[src/sv/wlrf_pkg.sv]
package wlrf_pkg;

   // ring buffer geometry
   localparam int MAX_WINDOW  = 256;
   localparam int PTR_BITS    = 8;
   localparam int SAMPLE_BITS = 32;
   localparam logic [8:0] SEEN_LIMIT  = 9'd256;
   localparam logic [8:0] WLEN_MIN    = 9'd3;
   localparam logic [8:0] WLEN_MAX    = 9'd256;
   localparam logic [8:0] WLEN_RESET  = 9'd32;

   // csr map
   localparam int   CSR_ADDR_BITS  = 3;
   localparam logic CSR_IDX_WINDOW = 1'b0;

   // arithmetic constants
   localparam logic [6:0]  PCT_SCALE       = 7'd100;
   localparam logic [5:0]  MUL_LAST        = 6'd63;
   localparam logic [5:0]  DIV_TOP         = 6'd34;
   localparam logic [33:0] QUALITY_LIMIT   = 34'd65536;
   localparam logic [33:0] SLOPE_POS_LIMIT = 34'h07FFFFFFF;
   localparam logic [33:0] SLOPE_NEG_LIMIT = 34'h080000000;
   localparam logic [16:0] QUALITY_ONE     = 17'd65536;

   // fit job handed from front to back
   typedef struct packed {
      logic       ok;
      logic [7:0] start;
      logic [8:0] n;
   } job_type;

   typedef struct packed {
      logic full;
      logic empty;
   } queue_status_type;

   typedef struct packed {
      logic        we;
      logic [7:0]  addr;
      logic [31:0] data;
   } ring_write_type;

   typedef enum logic [2:0] {
      BK_IDLE,
      BK_WALK,
      BK_DRAIN,
      BK_CALC_D,
      BK_MUL,
      BK_DIV,
      BK_RESP
   } back_state_type;

   typedef enum logic [2:0] {
      OP_NT,
      OP_SXS,
      OP_NQ,
      OP_SS,
      OP_NN,
      OP_DV,
      OP_KN,
      OP_DS
   } mul_op_type;

endpackage

[src/sv/wlrf_job_queue.sv]
module wlrf_job_queue (
   input  logic                       clock,
   input  logic                       reset,
   input  logic                       push,
   input  wlrf_pkg::job_type          push_data,
   input  logic                       pop,
   output wlrf_pkg::job_type          head,
   output wlrf_pkg::queue_status_type status
);

   wlrf_pkg::job_type slot_ff [2];
   logic       wr_ptr_ff, wr_ptr_in;
   logic       rd_ptr_ff, rd_ptr_in;
   logic [1:0] count_ff, count_in;
   logic       do_push, do_pop;

   assign status.full  = (count_ff == 2'd2);
   assign status.empty = (count_ff == 2'd0);
   assign head         = slot_ff[rd_ptr_ff];

   always_comb begin
      do_push   = push && !status.full;
      do_pop    = pop && !status.empty;
      wr_ptr_in = do_push ? !wr_ptr_ff : wr_ptr_ff;
      rd_ptr_in = do_pop ? !rd_ptr_ff : rd_ptr_ff;
      count_in  = count_ff + {1'b0, do_push} - {1'b0, do_pop};
   end

   always_ff @(posedge clock) begin
      if (do_push) begin
         slot_ff[wr_ptr_ff] <= push_data;
      end
   end

   always_ff @(posedge clock) begin
      if (reset) begin
         wr_ptr_ff <= 1'b0;
         rd_ptr_ff <= 1'b0;
         count_ff  <= 2'd0;
      end else begin
         wr_ptr_ff <= wr_ptr_in;
         rd_ptr_ff <= rd_ptr_in;
         count_ff  <= count_in;
      end
   end

endmodule

[config.mk]
export PLATFORM = sky130hd
export DESIGN_NAME = wlrf_job_queue
export DESIGN_NICKNAME = d
export VERILOG_FILES = /design/src/sv/wlrf_pkg.sv /design/src/sv/wlrf_job_queue.sv
export SDC_FILE = /design/constraint.sdc
export NUM_CORES = 1
export LEC_CHECK = 0
export BUFFER_PORTS_ARGS = -buffer_cell sky130_fd_sc_hd__clkbuf_2
export CORE_AREA = 2 2 75 77
export CTS_BUF_LIST = sky130_fd_sc_hd__clkbuf_16
export CTS_CLUSTER_SIZE = 24
export DETAILED_ROUTE_END_ITERATION = 8
export DIE_AREA = 0 0 77 79
export GPL_TIMING_DRIVEN = 0
export SLEW_MARGIN = 30
export SYNTH_ARGS = -nofsm -noshare
export SYNTH_HDL_FRONTEND = slang
export SYNTH_SLANG_ARGS = --single-unit
[constraint.sdc]
create_clock -name clock -period 3.1 [get_ports clock]
set_input_delay 0.465 -clock clock [delete_from_list [all_inputs] [get_ports clock]]
set_output_delay 0.465 -clock clock [all_outputs]
set_load 0.01 [all_outputs]
==> results.json <==
{
  "design_area_um2": 1970,
  "fin_crit_sh": 0.641,
  "setup.worst_path.class": "reg2out",
  "synthCells": 83,
  "clk_pin_slew_ns": 0.06,
  "rsz0062_at_grt": "false",
  "ir_worst_vdd_v": 0.000363,
  "die_height_um": 79,
  "synthToLayoutAreaGrowth_pct": 28.6,
  "fp.dieW_um": 77,
  "clockPowerShare": 0.294,
  "min_path_type": "in2reg",
  "cts_sinks": 41,
  "ioPinCount": 42,
  "final_util": 0.369,
  "min_period_ns": 1.99,
  "rows": 27,
  "finalWirelength_mm": 2.57,
  "syn-cell-area_um2": 1530,
  "drtIter0Drc": 24,
  "grt_max_degree": 19,
  "synth_warnings": 0,
  "cap_violations": 0,
  "dieArea_um2": 6080,
  "crit_path_end_kind": "output pin",
  "cp_max_fo": 10,
  "synth.net_count": 107,
  "drive_above_1_share": 0.439,
  "ant_nets": 0,
  "nets": 155,
  "worst_ep_arrival_time_ns": 1.52,
  "cts_buffer_depth": 2,
  "total_power_mw": 1.65,
  "outcome": "completed",
  "drc": 0,
  "synth_cell_types": 22,
  "place.gp.congestion": 0.640,
  "worstSetupStartpointType": "flip-flop",
  "placed_area_um2": 1830,
  "reg2reg_to": "slot_ff[0][11]$_DFFE_PP_",
  "fin_tns_setup_ns": 0,
  "required_ns": 2.63,
  "dp_hpwl_mm": 1.82,
  "cts_buffers": 5,
  "core_area_um2": 5340,
  "slew_headroom": 0.504,
  "p_int_mw": 1.19,
  "antenna_found_initial": 0,
  "skew_ns": 0.00243,
  "cts-root-buf": "clkbuf_16",
  "comb_power_share": 0.257,
  "reg2reg_from": "count_ff[0]$_SDFF_PP0_",
  "r2r_setup_slack_ns": 1.26,
  "hold_path_depth": 1,
  "cts_resized": 0,
  "worstMarginPinSlew_ns": 0.743,
  "grt_pass1_vias": 859,
  "insertion_delay_ns": 0.27,
  "drt_pass1_iterations": 4,
  "avgSynthCellArea_um2": 18.5,
  "initial_utilization": 0.287,
  "layout_commonest_cell": "clkbuf_2",
  "slew_viol_final": 0,
  "cts_tree": "yes",
  "synth_seq_cells": 41,
  "grt_usage": 0.0905,
  "setup-violations-final": 0,
  "n_antenna_cell": 0,
  "grt-ovfl-total": 0,
  "min_to": "slot_ff[1][14]$_DFFE_PP_",
  "powerDensity_nw_per_um2": 837,
  "ys_dominant_reg_cell": "edfxtp_1",
  "reg2reg_depth": 4,
  "fmax_mhz": 503,
  "ys_seq_area_frac": 0.771,
  "io_buffers": 41,
  "pwr-share-seq": 0.449,
  "ctsHoldBuffers": 0,
  "final_cell_mix": "41 x clkbuf_2, 36 x edfxtp_1, 15 x mux2_1",
  "p_leak_nw": 0.781,
  "synthArstFlopShare": 0,
  "hold_viol_final": 0,
  "routedWlPerCell_um": 12.6,
  "synth-edff-count": 36,
  "grt_pass1_wl_mm": 4.07,
  "worstHoldStart": "push_data[14]",
  "post_cts_buffers": 0,
  "viasPerCell": 4.13,
  "htree_num_levels": 2,
  "p_sw_mw": 0.454,
  "vias": 842,
  "swShare": 0.276
}
-- synth_stat cells (2+ instances only) --
library cell  instances  share of area
nor2_1                4         0.0098
dfxtp_1               5          0.065
ha_1                  2          0.016
inv_1                 3         0.0074
edfxtp_1             36           0.71
mux2_2                3          0.022
mux2_1               15           0.11
-- kinds of logic (layout without fill, tap and decap cells) --
group           Yosys count  count (layout)  share of synthesized area
mux                      18              18                      0.132
buf+inv                   6              55                     0.0180
simple gates             11              11                     0.0384
flops                    41              41                      0.771
xor+xnor                  2               2                     0.0114
compound gates            3               3                     0.0122
fa+ha+maj                 2               2                     0.0163
-- cell type report --
type	instances	area, µm²
plain buffers	2	12.5
clock buffers	5	125
clock inverters	3	17.5
fillers	534	3370
inverters	4	15.0
multi-input cells	36	323
flip-flops and latches	41	1180
well taps	72	90.1
repair buffers	41	205
-- stage by stage --
stage	instances	worst slack, ns	hold slack [ns]
final	204	1.11	0.380
after global routing	204	1.01	0.370
after CTS	204	1.07	0.371
after detailed placement	196	1.15	0.481
after global placement	196	1.18	0.469
after floorplan	83	1.49	0.451
-- sequential cells by signal, summed over array words and instances, names as in the netlist, named ones only --
| signal | flops |
|---|---|
| wr_ptr_ff | 1 |
| rd_ptr_ff | 1 |
| count_ff | 2 |
| slot_ff | 36 |
-- routing by layer --
metal / vias up / global-route usage / share of wire
met2: 34 / 0.154 / 0.51
met1: 404 / 0.0973 / 0.41
met4: 0 / 0.0321 / 0
met3: 0 / 0.0455 / 0.081
li1: 404 / - / -
met5: - / 0 / 0
-- critical path, stage by stage (launching register included) --
cell      delay [ns]
dfxtp_1         0.30
buf_2           0.23
buf_4           0.24
mux2_1          0.35
clkbuf_2        0.13
-- worst max-delay path by stage --
| stage | endpoint | slack [ns] | cells past startpoint |
|---|---|---|---|
| finish | head[10] | 1.11 | 4 |
| global route | head[8] | 1.01 | 4 |
| CTS | head[15] | 1.07 | 4 |
| detailed placement | slot_ff[0][12]$_DFFE_PP_ | 1.15 | 4 |
| global placement | slot_ff[0][16]$_DFFE_PP_ | 1.18 | 4 |
| floorplan | slot_ff[0][0]$_DFFE_PP_ | 1.49 | 4 |
-- power by group through the flow --
stage	clock network (mW)	logic, mW	registers [mW]
after detailed placement	0	0.434	0.752
after CTS	0.503	0.436	0.741
final	0.485	0.423	0.740
after global placement	0	0.421	0.745
after global routing	0.530	0.472	0.749
after floorplan	0	0.277	0.741
Note: power is estimated with default switching activity, not from simulation.
