$ cat src/sv/wlrf_pkg.sv
package wlrf_pkg;

   // ring buffer geometry
   localparam int MAX_WINDOW  = 256;
   localparam int PTR_BITS    = 8;
   localparam int SAMPLE_BITS = 32;
   localparam logic [8:0] SEEN_LIMIT  = 9'd256;
   localparam logic [8:0] WLEN_MIN    = 9'd3;
   localparam logic [8:0] WLEN_MAX    = 9'd256;
   localparam logic [8:0] WLEN_RESET  = 9'd32;

   // csr map
   localparam int   CSR_ADDR_BITS  = 3;
   localparam logic CSR_IDX_WINDOW = 1'b0;

   // arithmetic constants
   localparam logic [6:0]  PCT_SCALE       = 7'd100;
   localparam logic [5:0]  MUL_LAST        = 6'd63;
   localparam logic [5:0]  DIV_TOP         = 6'd34;
   localparam logic [33:0] QUALITY_LIMIT   = 34'd65536;
   localparam logic [33:0] SLOPE_POS_LIMIT = 34'h07FFFFFFF;
   localparam logic [33:0] SLOPE_NEG_LIMIT = 34'h080000000;
   localparam logic [16:0] QUALITY_ONE     = 17'd65536;

   // fit job handed from front to back
   typedef struct packed {
      logic       ok;
      logic [7:0] start;
      logic [8:0] n;
   } job_type;

   typedef struct packed {
      logic full;
      logic empty;
   } queue_status_type;

   typedef struct packed {
      logic        we;
      logic [7:0]  addr;
      logic [31:0] data;
   } ring_write_type;

   typedef enum logic [2:0] {
      BK_IDLE,
      BK_WALK,
      BK_DRAIN,
      BK_CALC_D,
      BK_MUL,
      BK_DIV,
      BK_RESP
   } back_state_type;

   typedef enum logic [2:0] {
      OP_NT,
      OP_SXS,
      OP_NQ,
      OP_SS,
      OP_NN,
      OP_DV,
      OP_KN,
      OP_DS
   } mul_op_type;

endpackage

$ cat src/sv/wlrf_req_if.sv
interface wlrf_req_if;
   logic               valid;
   logic               ready;
   logic signed [31:0] sample_value;
   logic               series_end;

   modport source (output valid, sample_value, series_end, input ready);
   modport sink   (input valid, sample_value, series_end, output ready);
endinterface

$ cat src/sv/wlrf_front.sv
module wlrf_front (
   input  logic                      clock,
   input  logic                      reset,
   wlrf_req_if.sink                  req_chan,
   input  logic [8:0]                window_length,
   input  wlrf_pkg::queue_status_type q_status,
   input  logic                      fit_done,
   output wlrf_pkg::ring_write_type  ring_wr,
   output logic                      job_push,
   output wlrf_pkg::job_type         job_data
);

   logic [7:0] wp_ff, wp_in;
   logic [8:0] seen_ff, seen_in;
   logic       pending_ff, pending_in;
   logic       accept;
   logic [7:0] wp_inc;
   logic [8:0] seen_inc;

   // hold off new samples while a fit owns the ring
   assign req_chan.ready = !pending_ff && !q_status.full;
   assign accept = req_chan.valid && req_chan.ready;

   always_comb begin
      wp_inc   = wp_ff + 8'd1;
      seen_inc = (seen_ff < wlrf_pkg::SEEN_LIMIT) ? seen_ff + 9'd1 : seen_ff;
      wp_in      = accept ? wp_inc : wp_ff;
      seen_in    = seen_ff;
      pending_in = pending_ff;
      if (accept) begin
         seen_in = req_chan.series_end ? 9'd0 : seen_inc;
      end
      if (fit_done) begin
         pending_in = 1'b0;
      end
      if (accept && req_chan.series_end) begin
         pending_in = 1'b1;
      end
   end

   // ring write and job build
   always_comb begin
      ring_wr.we    = accept;
      ring_wr.addr  = wp_ff;
      ring_wr.data  = req_chan.sample_value;
      job_push      = accept && req_chan.series_end;
      job_data.ok   = (window_length >= wlrf_pkg::WLEN_MIN) &&
                      (window_length <= wlrf_pkg::WLEN_MAX) &&
                      (window_length <= seen_inc);
      job_data.start = wp_inc - window_length[7:0];
      job_data.n     = window_length;
   end

   always_ff @(posedge clock) begin
      if (reset) begin
         wp_ff      <= 8'd0;
         seen_ff    <= 9'd0;
         pending_ff <= 1'b0;
      end else begin
         wp_ff      <= wp_in;
         seen_ff    <= seen_in;
         pending_ff <= pending_in;
      end
   end

endmodule

$ cat src/flat_wrapper.sv
// flat-port wrapper written by rule: the top's interface ports become plain ports
module wlrf_front_flat 
  (clock, reset, window_length, q_status, fit_done, ring_wr, job_push, job_data, req_chan_valid, req_chan_sample_value, req_chan_series_end, req_chan_ready);
  wlrf_req_if req_chan_i ();
  input  logic clock;
  input  logic reset;
  input  logic [8:0] window_length;
  input  wlrf_pkg::queue_status_type q_status;
  input  logic fit_done;
  output wlrf_pkg::ring_write_type ring_wr;
  output logic job_push;
  output wlrf_pkg::job_type job_data;
  input wire logic [$bits(req_chan_i.valid)-1:0] req_chan_valid;
  input wire logic [$bits(req_chan_i.sample_value)-1:0] req_chan_sample_value;
  input wire logic [$bits(req_chan_i.series_end)-1:0] req_chan_series_end;
  output wire logic [$bits(req_chan_i.ready)-1:0] req_chan_ready;
  assign req_chan_i.valid = req_chan_valid;
  assign req_chan_i.sample_value = req_chan_sample_value;
  assign req_chan_i.series_end = req_chan_series_end;
  assign req_chan_ready = req_chan_i.ready;
  wlrf_front u_core (.clock(clock), .reset(reset), .req_chan(req_chan_i), .window_length(window_length), .q_status(q_status), .fit_done(fit_done), .ring_wr(ring_wr), .job_push(job_push), .job_data(job_data));
endmodule
$ cat config.mk
export PLATFORM = sky130hd
export DESIGN_NAME = wlrf_front_flat
export DESIGN_NICKNAME = d
export VERILOG_FILES = /design/src/sv/wlrf_pkg.sv /design/src/sv/wlrf_req_if.sv /design/src/sv/wlrf_front.sv /design/src/flat_wrapper.sv
export SDC_FILE = /design/constraint.sdc
export NUM_CORES = 1
export LEC_CHECK = 0
export BUFFER_PORTS_ARGS = -buffer_cell sky130_fd_sc_hd__buf_2
export CORE_MARGIN = 2
export CORE_UTILIZATION = 30
export DETAILED_ROUTE_END_ITERATION = 6
export PLACE_DENSITY = 0.56
export SLEW_MARGIN = 20
export SYNTH_ARGS = -nofsm -noshare
export SYNTH_HDL_FRONTEND = slang
export SYNTH_SLANG_ARGS = --single-unit
$ cat constraint.sdc
create_clock -name clock -period 5.4 [get_ports clock]
set_clock_uncertainty 0.15 [all_clocks]
set_input_delay 0.27 -clock clock [delete_from_list [all_inputs] [get_ports clock]]
set_output_delay 0.27 -clock clock [all_outputs]
set_load 0.01 [all_outputs]
==> results of run 1 <==
## worst max-delay path, delay by kind of cell (launching register included)
family / cells / cell delay, ns
compound gates: 3 / 0.47
xor+xnor: 1 / 0.18
buf+inv: 1 / 0.15
fa+ha+maj: 2 / 0.54
flops: 1 / 0.46
simple gates: 3 / 0.63
## logic make-up (layout without fill, tap and decap cells)
group,after synthesis,count (layout),share of synthesized area
AOI/OAI and AO/OA,29,29,0.101
adders and majority gates,19,19,0.133
and+or+nand+nor,82,82,0.218
xor gates and xnor gates,27,27,0.128
muxes,1,1,0.00541
buffers and inverters,62,60,0.220
DFF,18,18,0.195
## state kept, by name, summed over array words and instances, names as in the netlist
name and flops:
u_core.wp_ff 8, u_core.seen_ff 9, u_core.pending_ff 1
## report_power, final
| part | total, µW | switching (µW) | internal [µW] |
|---|---|---|---|
| sequential | 137 | 3.06 | 134 |
| combinational | 75.5 | 43.3 | 32.2 |
| clock | 111 | 46.6 | 64.8 |
| total | 324 | 92.9 | 231 |
## cells in the mapped netlist, drive strengths merged (3+ instances only)
library cell	number	area, µm²
buf	46	348
nor2	33	126
dfxtp	18	360
ha	18	225
xnor2	17	149
nand2	16	60.1
inv	13	48.8
a21oi	12	63.8
xor2	10	87.6
nand3	8	40.0
nand4	5	31.3
nor3	5	25.0
o21ai	4	20.0
clkbuf	3	11.3
nor2b	3	18.8
## worst paths after layout
path                      from                 to  slack [ns]  cells past startpoint
min reg2reg  u_core.seen_ff[7]  u_core.seen_ff[7]        0.35                      2
max          u_core.seen_ff[0]       job_data[17]        2.30                     10
min                   fit_done  u_core.pending_ff        0.17                      4
max reg2reg  u_core.pending_ff    u_core.wp_ff[5]        3.48                      4
## cell type report
cell class / instances / area, µm² / share of cell area
clock buffer: 4 / 55.1 / 0.0297
inverter: 13 / 48.8 / 0.0263
multi-input combinational: 158 / 1080 / 0.583
sequential: 18 / 360 / 0.194
tap: 75 / 93.8 / 0.0506
timing repair buffer: 43 / 215 / 0.116
## metal layers
| layer | vias to the layer above | GRT usage | share of wire |
|---|---|---|---|
| met5 | - | 0 | 0 |
| met4 | 0 | 0.0295 | 0.0066 |
| met3 | 4 | 0.0250 | 0.070 |
| met2 | 52 | 0.180 | 0.43 |
| met1 | 655 | 0.154 | 0.49 |
| li1 | 753 | - | - |
## per-stage QoR
step / utilization / cells
after floorplan: - / 238
after detailed placement: 0.302 / 307
final: 0.312 / 311
after CTS: 0.312 / 311
after global placement: 0.302 / 307
after global routing: 0.312 / 311
==> results.toml, run 1 <==
[die]
initial_core_util = 0.311
core_area_um2 = 5960
rows = 28
die_h_um = 82.5
die_w_um = 82.5
die_area_um2 = 6810
io_pins = 109

[layout]
layout_common_cells = "buf_2, nor2_1, ha_1, dfxtp_1, xnor2_1"
antenna_cells = 0
fillers = 660
final_common_cell = "buf_2"
drive_gt1_frac = 0.216
fin_area_um2 = 1860
nets = 304
area_growth_pct = 0.270

[grt]
grt_usage = 0.113
overflow = 0
grt_max_degree = 20
antenna_found_initial = 0
grt_pass1_wl_um = 5990
grt_pass1_vias = 1275

[yosys]
syn_inst = 238
ys_ff_latch = 18
syn_area_um2 = 1850
async_flop_share = 0
synth_top_flop_cell = "dfxtp_1"
ys_types = 43
yosysSeqAreaShare = 0.195
synth.avg_cell_area_um2 = 7.78
synth_edf_count = 0
synth-warning-count = 0
synth_nets = 305

[routing]
viasPerCell = 4.71
firstDrtPassIters = 4
wl_per_cell_um = 12.2
route.detailed.drc = 0
initialDrtViolationCount = 25
antenna_left = 0
totalWireLength_um = 3780
vias = 1464

[clock_network]
ctsLongestPathBuffers = 2
numCtsBuffers = 3
cts_tree = "built"
clkTransAtPathRegs_ns = 0.07
cts_hold_buf = 0
cts.sinks = 18
insertion_delay_ns = 0.25
htreeDepth = 1
cts_root_buffer = "clkbuf_8"
post_cts_resized = 0
cts_setup_buffers = 0

[placement]
dp_hpwl_um = 2990
postPlaceCellArea_um2 = 1800
gp_congestion = 0.763
io_buffers = 43
place_ws_ns = 2.60

[critical_path]
crit_fanout = 5
critPathRequiredTime_ns = 4.98
critical_path_class = "flop to output pin"
slowest_delay_ns = 0.46
crit_slowest_cell = "dfxtp_1"
cp.arrival_ns = 2.68
cp_cell_sequence = "ha_1 > and3b_1 > and4_1 > xnor2_1 > ha_1 > a22o_1 > nor4_1 > o21ai_0 > a21oi_1 > buf_2"
worstSetupEndpointType = "output pin"
cp-start-kind = "flop"
crit_top_cell = "ha_1"

[sta]
drv_slew = 0
rsz0062_at_grt = "no"
period_needed_ns = 3.10
finalSetupViolCount = 0
period_share = 0.575
setup_tns_ns = 0
max_slew_margin = 0.582
hold_viol = 0
worst_slack_ns = 2.30
max_freq_mhz = 322
worst_slew_pin_slew_ns = 0.628
hold_slack_ns = 0.167

[power_and_ir_drop]
p_leak_uw = 0.000842
p_per_area_nw_per_um2 = 175
total_power_uw = 324
max-vdd-ir-drop_uv = 84.3

[run]
maxCapViolCount = 0

[outcome]
status = "completed"

[hold_path]
hp-class = "primary input to flop"
(Power assumes the default switching activity.)
==> inputs of run 2 (changes only) <==
--- a/config.mk
+++ b/config.mk
@@ -5,11 +5,12 @@
 export SDC_FILE = /design/constraint.sdc
 export NUM_CORES = 1
 export LEC_CHECK = 0
+export ABC_AREA = 1
 export BUFFER_PORTS_ARGS = -buffer_cell sky130_fd_sc_hd__buf_2
 export CORE_MARGIN = 2
 export CORE_UTILIZATION = 30
 export DETAILED_ROUTE_END_ITERATION = 6
-export PLACE_DENSITY = 0.56
+export PLACE_DENSITY = 0.57
 export SLEW_MARGIN = 20
 export SYNTH_ARGS = -nofsm -noshare
 export SYNTH_HDL_FRONTEND = slang
==> constraint.sdc (replaced) <==
create_clock -name clock -period 2.6 [get_ports clock]
set_clock_uncertainty 0.15 [all_clocks]
set_input_delay 0.13 -clock clock [delete_from_list [all_inputs] [get_ports clock]]
set_output_delay 0.13 -clock clock [all_outputs]
set_load 0.01 [all_outputs]
==> results.toml, run 2 <==
[outcome]
status = "completed"

[layout]
drive_gt1_frac = 0.334
fillers = 676
regMostFlops = "u_core.seen_ff"
area_growth_pct = 11.8
final_common_cell = "nand2_1"
antenna_cells = 0
nets = 358
fin_area_um2 = 2150
layout_common_cells = "nand2_1, buf_2, inv_1"
largest_reg_flops = 9
largest_registers = "u_core.seen_ff x9, u_core.wp_ff x8, u_core.pending_ff x1"
fin_cells = 367

[placement]
dp_hpwl_um = 3410
gp_congestion = 0.758
postPlaceCellArea_um2 = 1910
place_ws_ns = 0.241
io_buffers = 43
dpl.cell_count = 358

[die]
rows = 29
initial_core_util = 0.307
die_w_um = 84.1
io_pins = 109
die_h_um = 84.1
core_area_um2 = 6280
die_area_um2 = 7070

[sta]
hold_viol = 0
worst_slew_pin_slew_ns = 0.355
finalSetupViolCount = 0
max_slew_margin = 0.761
rsz0062_at_grt = "yes"
max_freq_mhz = 405
drv_slew = 0
hold_slack_ns = 0.0430
period_needed_ns = 2.47
worst_slack_ns = 0.133
period_share = 0.949

[yosys]
syn_area_um2 = 1920
synth_most_common_cell = "nand2_1"
ys_ff_latch = 18
synth.avg_cell_area_um2 = 6.82
synth_top_area_cell = "dfxtp_1"
synth_top_area_frac = 0.187
syn_inst = 282
synth_nets = 349
synth-warning-count = 0
yosysSeqAreaShare = 0.187
async_flop_share = 0
synthTopCellsByCount = "nand2_1, buf_4, inv_1, nor2_1, a21oi_1"
synth_top_flop_cell = "dfxtp_1"
ys_types = 33
synth.top_cells.by_area = "dfxtp_1, buf_4, ha_1, nand2_1, inv_1"
synth_edf_count = 0

[critical_path]
slowest_delay_ns = 0.38
r2r_slack_ns = 1.06
critical_path_class = "flop to output pin"
cp-start-kind = "flop"
critPathRequiredTime_ns = 2.32
worstSetupEndpointType = "output pin"
crit_top_cell = "nand2_1"
crit_slowest_cell = "dfxtp_2"
cp.arrival_ns = 2.19
cp_cell_sequence = "ha_4 > nand4_1 > xor2_1 > inv_1 > ha_1 > nand2_1 > inv_1 > nand2_1 > nand2_1 > nand2_1 > nand3_1 > a21oi_1 > buf_2"
crit_fanout = 4

[routing]
viasPerCell = 4.54
firstDrtPassIters = 4
top_layer_used = "met4"
totalWireLength_um = 4320
wl_met2_um = 1900
dr_wl_met3_um = 265
vias = 1666
initialDrtViolationCount = 55
route.detailed.drc = 0
antenna_left = 0
drt-met1-wl_um = 2090
wl_per_cell_um = 11.8

[clock_network]
cts_tree = "built"
ctsLongestPathBuffers = 2
cts.sinks = 18
insertion_delay_ns = 0.25
htreeDepth = 1
clkTransAtPathRegs_ns = 0.07
numCtsBuffers = 3
cts_root_buffer = "clkbuf_8"

[run]
maxCapViolCount = 0

[grt]
antenna_found_initial = 0
grt_max_degree = 18
grt_usage = 0.118
grt_pass1_vias = 1469
grt_pass1_wl_um = 6820
overflow = 0

[power_and_ir_drop]
max-vdd-ir-drop_uv = 179
p_per_area_nw_per_um2 = 365
p_leak_uw = 0.00105

[hold_path]
hp-class = "primary input to flop"
run 2: cell types whose count changed after synthesis, sizes merged, moves of 4 or more:
cell | before | now
a21oi | 12 | 22
inv | 13 | 38
nand2 | 16 | 57
nand3 | 8 | 14
nor3 | 5 | 1
o21ai | 4 | 8
xnor2 | 17 | 3
run 2: path summary, 6_finish.rpt:
kind                      from                 to  cells after the start
max          u_core.seen_ff[1]       job_data[17]                     13
min                   fit_done  u_core.pending_ff                      3
max reg2reg  u_core.seen_ff[0]  u_core.seen_ff[1]                      6
min reg2reg  u_core.seen_ff[4]  u_core.seen_ff[4]                      2
run 2: logic make-up after synthesis:
kind of cell	synth area share
AND/OR/NAND/NOR	0.269
flip-flops	0.187
buffers and inverters	0.246
adder cells (fa/ha/maj)	0.127
AO/OA/AOI/OAI	0.111
XOR/XNOR	0.0585
run 2: routing by layer:
layer | global-route usage | up-vias
met5 | 0 | -
met4 | 0.0469 | 0
met3 | 0.0366 | 8
met2 | 0.168 | 42
met1 | 0.165 | 740
li1 | - | 876
run 2: through the flow:
stage | power [µW] | setup TNS [ns] | utilization
after CTS | 769 | 0 | 0.314
final | 785 | 0 | 0.343
after global routing | 844 | -0.0457 | 0.343
after global placement | 535 | 0 | 0.305
after floorplan | 511 | 0 | -
after detailed placement | 539 | 0 | 0.305
run 2: where the power goes:
group | internal (µW) | total, µW | switching (µW) | leakage, µW
sequential | 285 | 297 | 11.9 | 0.000151
clock | 134 | 229 | 94.2 | 0.0000288
combinational | 111 | 260 | 149 | 0.000866
total | 531 | 785 | 255 | 0.00105
run 2: repair_timing:
item / CTS / global route
hold endpoints to repair: 0 / 0
pin swaps: 0 / 12
buffers inserted: 0 / 5
hold buffers: 0 / 0
resized for setup: 1 / 35
endpoints found under the setup margin: 1 / 5
run 2: cell type report:
cell class | count | area [µm²] | share of cell area
multi-input combinational | 181 | 1220 | 0.567
sequential | 18 | 377 | 0.175
timing repair buffer | 49 | 260 | 0.121
inverter | 38 | 143 | 0.0663
tap | 77 | 96.3 | 0.0448
clock buffer | 4 | 55.1 | 0.0256
run 2: worst max-delay path, delay by kind of cell (launching register included):
kind | cells | cell delay, ns
and+or+nand+nor | 6 | 0.44
buffers and inverters | 3 | 0.27
AOI/OAI and AO/OA | 1 | 0.17
xor gates and xnor gates | 1 | 0.23
DFF | 1 | 0.38
adders and majority gates | 2 | 0.45
==> inputs of run 3 (changes only) <==
--- a/config.mk
+++ b/config.mk
@@ -10,7 +10,7 @@
 export CORE_MARGIN = 2
 export CORE_UTILIZATION = 30
 export DETAILED_ROUTE_END_ITERATION = 6
-export PLACE_DENSITY = 0.57
+export PLACE_DENSITY_LB_ADDON = 0.12
 export SLEW_MARGIN = 20
 export SYNTH_ARGS = -nofsm -noshare
 export SYNTH_HDL_FRONTEND = slang
==> results.toml, run 3 (synthesis gave the netlist of run 2 again) <==
[outcome]
status = "completed"

[layout]
area_growth_pct = 12.4
drive_gt1_frac = 0.337
nets = 359
seq_area_um2 = 375
largest_reg_flops = 9
fin_util = 0.345
antenna_cells = 0
fillers = 710
final_common_cell = "nand2_1"
multiInputGateArea_um2 = 1230
regMostFlops = "u_core.seen_ff"
layout_common_cells = "nand2_1, buf_2, inv_1"
largest_registers = "u_core.seen_ff x9, u_core.wp_ff x8, u_core.pending_ff x1"

[die]
core_area_um2 = 6280
die_w_um = 84.1
die_h_um = 84.1
initial_core_util = 0.307
rows = 29
io_pins = 109
die_area_um2 = 7070

[routing]
antenna_left = 0
vias = 1668
initialDrtViolationCount = 50
route.detailed.drc = 0
totalWireLength_um = 4520
viasPerCell = 4.53
wl_per_cell_um = 12.3
firstDrtPassIters = 4

[power_and_ir_drop]
total_power_uw = 793
max-vdd-ir-drop_uv = 160
p_per_area_nw_per_um2 = 367
p_leak_uw = 0.00104

[clock_network]
ctsLongestPathBuffers = 2
clkTransAtPathRegs_ns = 0.07
numCtsBuffers = 3
cts.sinks = 18
cts_root_buffer = "clkbuf_8"
insertion_delay_ns = 0.25
cts_tree = "built"
htreeDepth = 1
cts_hold_buf = 0

[hold_path]
hp-class = "primary input to flop"

[critical_path]
critPathRequiredTime_ns = 2.32
critPathBufInv = 4
slowest_delay_ns = 0.36
crit_top_cell = "inv_1"
cp-start-kind = "flop"
cp_cell_sequence = "buf_4 > nand3_2 > nor2_4 > xnor2_2 > inv_1 > ha_4 > nand2_1 > inv_1 > nand4_1 > nand3_1 > xor2_1 > buf_2"
critical_path_class = "flop to output pin"
worstSetupEndpointType = "output pin"
cp.arrival_ns = 2.17
path_delay_family = "simple AND/OR/NAND/NOR gates"
crit_fanout = 4
crit_slowest_cell = "dfxtp_2"

[placement]
io_buffers = 43
gp_congestion = 0.731
dp_hpwl_um = 3530
place_ws_ns = 0.258

[sta]
hold_viol = 0
finalSetupViolCount = 0
period_needed_ns = 2.45
max_slew_margin = 0.746
drv_slew = 0
period_share = 0.944
worst_slack_ns = 0.147
max_freq_mhz = 408
worst_slew_pin_slew_ns = 0.377

[grt]
antenna_found_initial = 0
grt_max_degree = 18
grt_pass1_wl_um = 6910
overflow = 0
grt_pass1_vias = 1462
grt_usage = 0.120

[run]
maxCapViolCount = 0
## run 3: changes by cell type in the layout (fill, tap and decap cells not counted), moves of 2 or more
| cell | before | now |
|---|---|---|
| nand2_2 | 6 | 3 |
| a21oi_2 | 3 | 5 |
| a21oi_1 | 19 | 17 |
| xor2_2 | 2 | 4 |
| nand2_1 | 49 | 52 |
## run 3: path summary, 6_finish.rpt
kind                                         from           endpoint  slack, ns  cells past startpoint
worst max-delay path              u_core.wp_ff[0]       job_data[15]       0.15                     12
worst min-delay path                     fit_done  u_core.pending_ff       0.05                      3
worst max register to register    u_core.wp_ff[1]    u_core.wp_ff[6]       1.06                      8
worst min register to register  u_core.seen_ff[4]  u_core.seen_ff[4]       0.35                      2
## run 3: layout make-up
type	count	area share
tap	77	0.0445
multi-input combinational	181	0.567
clock buffer	4	0.0254
sequential	18	0.174
timing repair buffer	50	0.124
inverter	38	0.0659
## run 3: repair_timing
item,CTS,global route
setup buffers,0,4
endpoints found under the setup margin,1,5
resized for setup,1,35
pin swaps,0,9
## run 3: tightest hold or removal path, delay by kind of cell
kind	cells	cell delay [ns]
AOI/OAI and AO/OA	1	0.17
buffers and inverters	1	0.08
and+or+nand+nor	1	0.03
## run 3: report_power, final
group          switching (µW)  leakage (µW)  internal [µW]
sequential               11.7      0.000151            285
combinational             150      0.000863            114
clock                    98.7     0.0000288            135
total                     260       0.00104            533
## run 3: stage by stage
step | TNS, ns | area [µm²] | hold slack [ns] | cells
after CTS | 0 | 1980 | 0.0442 | 364
final | 0 | 2160 | 0.0540 | 368
after global placement | 0 | 1930 | 0.110 | 360
after floorplan | 0 | 1920 | 0.0510 | 282
after global routing | -0.0841 | 2160 | 0.0593 | 368
after detailed placement | 0 | 1930 | 0.110 | 360
## run 3: layer usage
metal | share of wire | vias to the layer above | track usage
met5 | 0 | - | 0
met2 | 0.44 | 46 | 0.181
met4 | 0.014 | 0 | 0.0425
met3 | 0.042 | 6 | 0.0198
li1 | - | 872 | -
met1 | 0.51 | 744 | 0.172
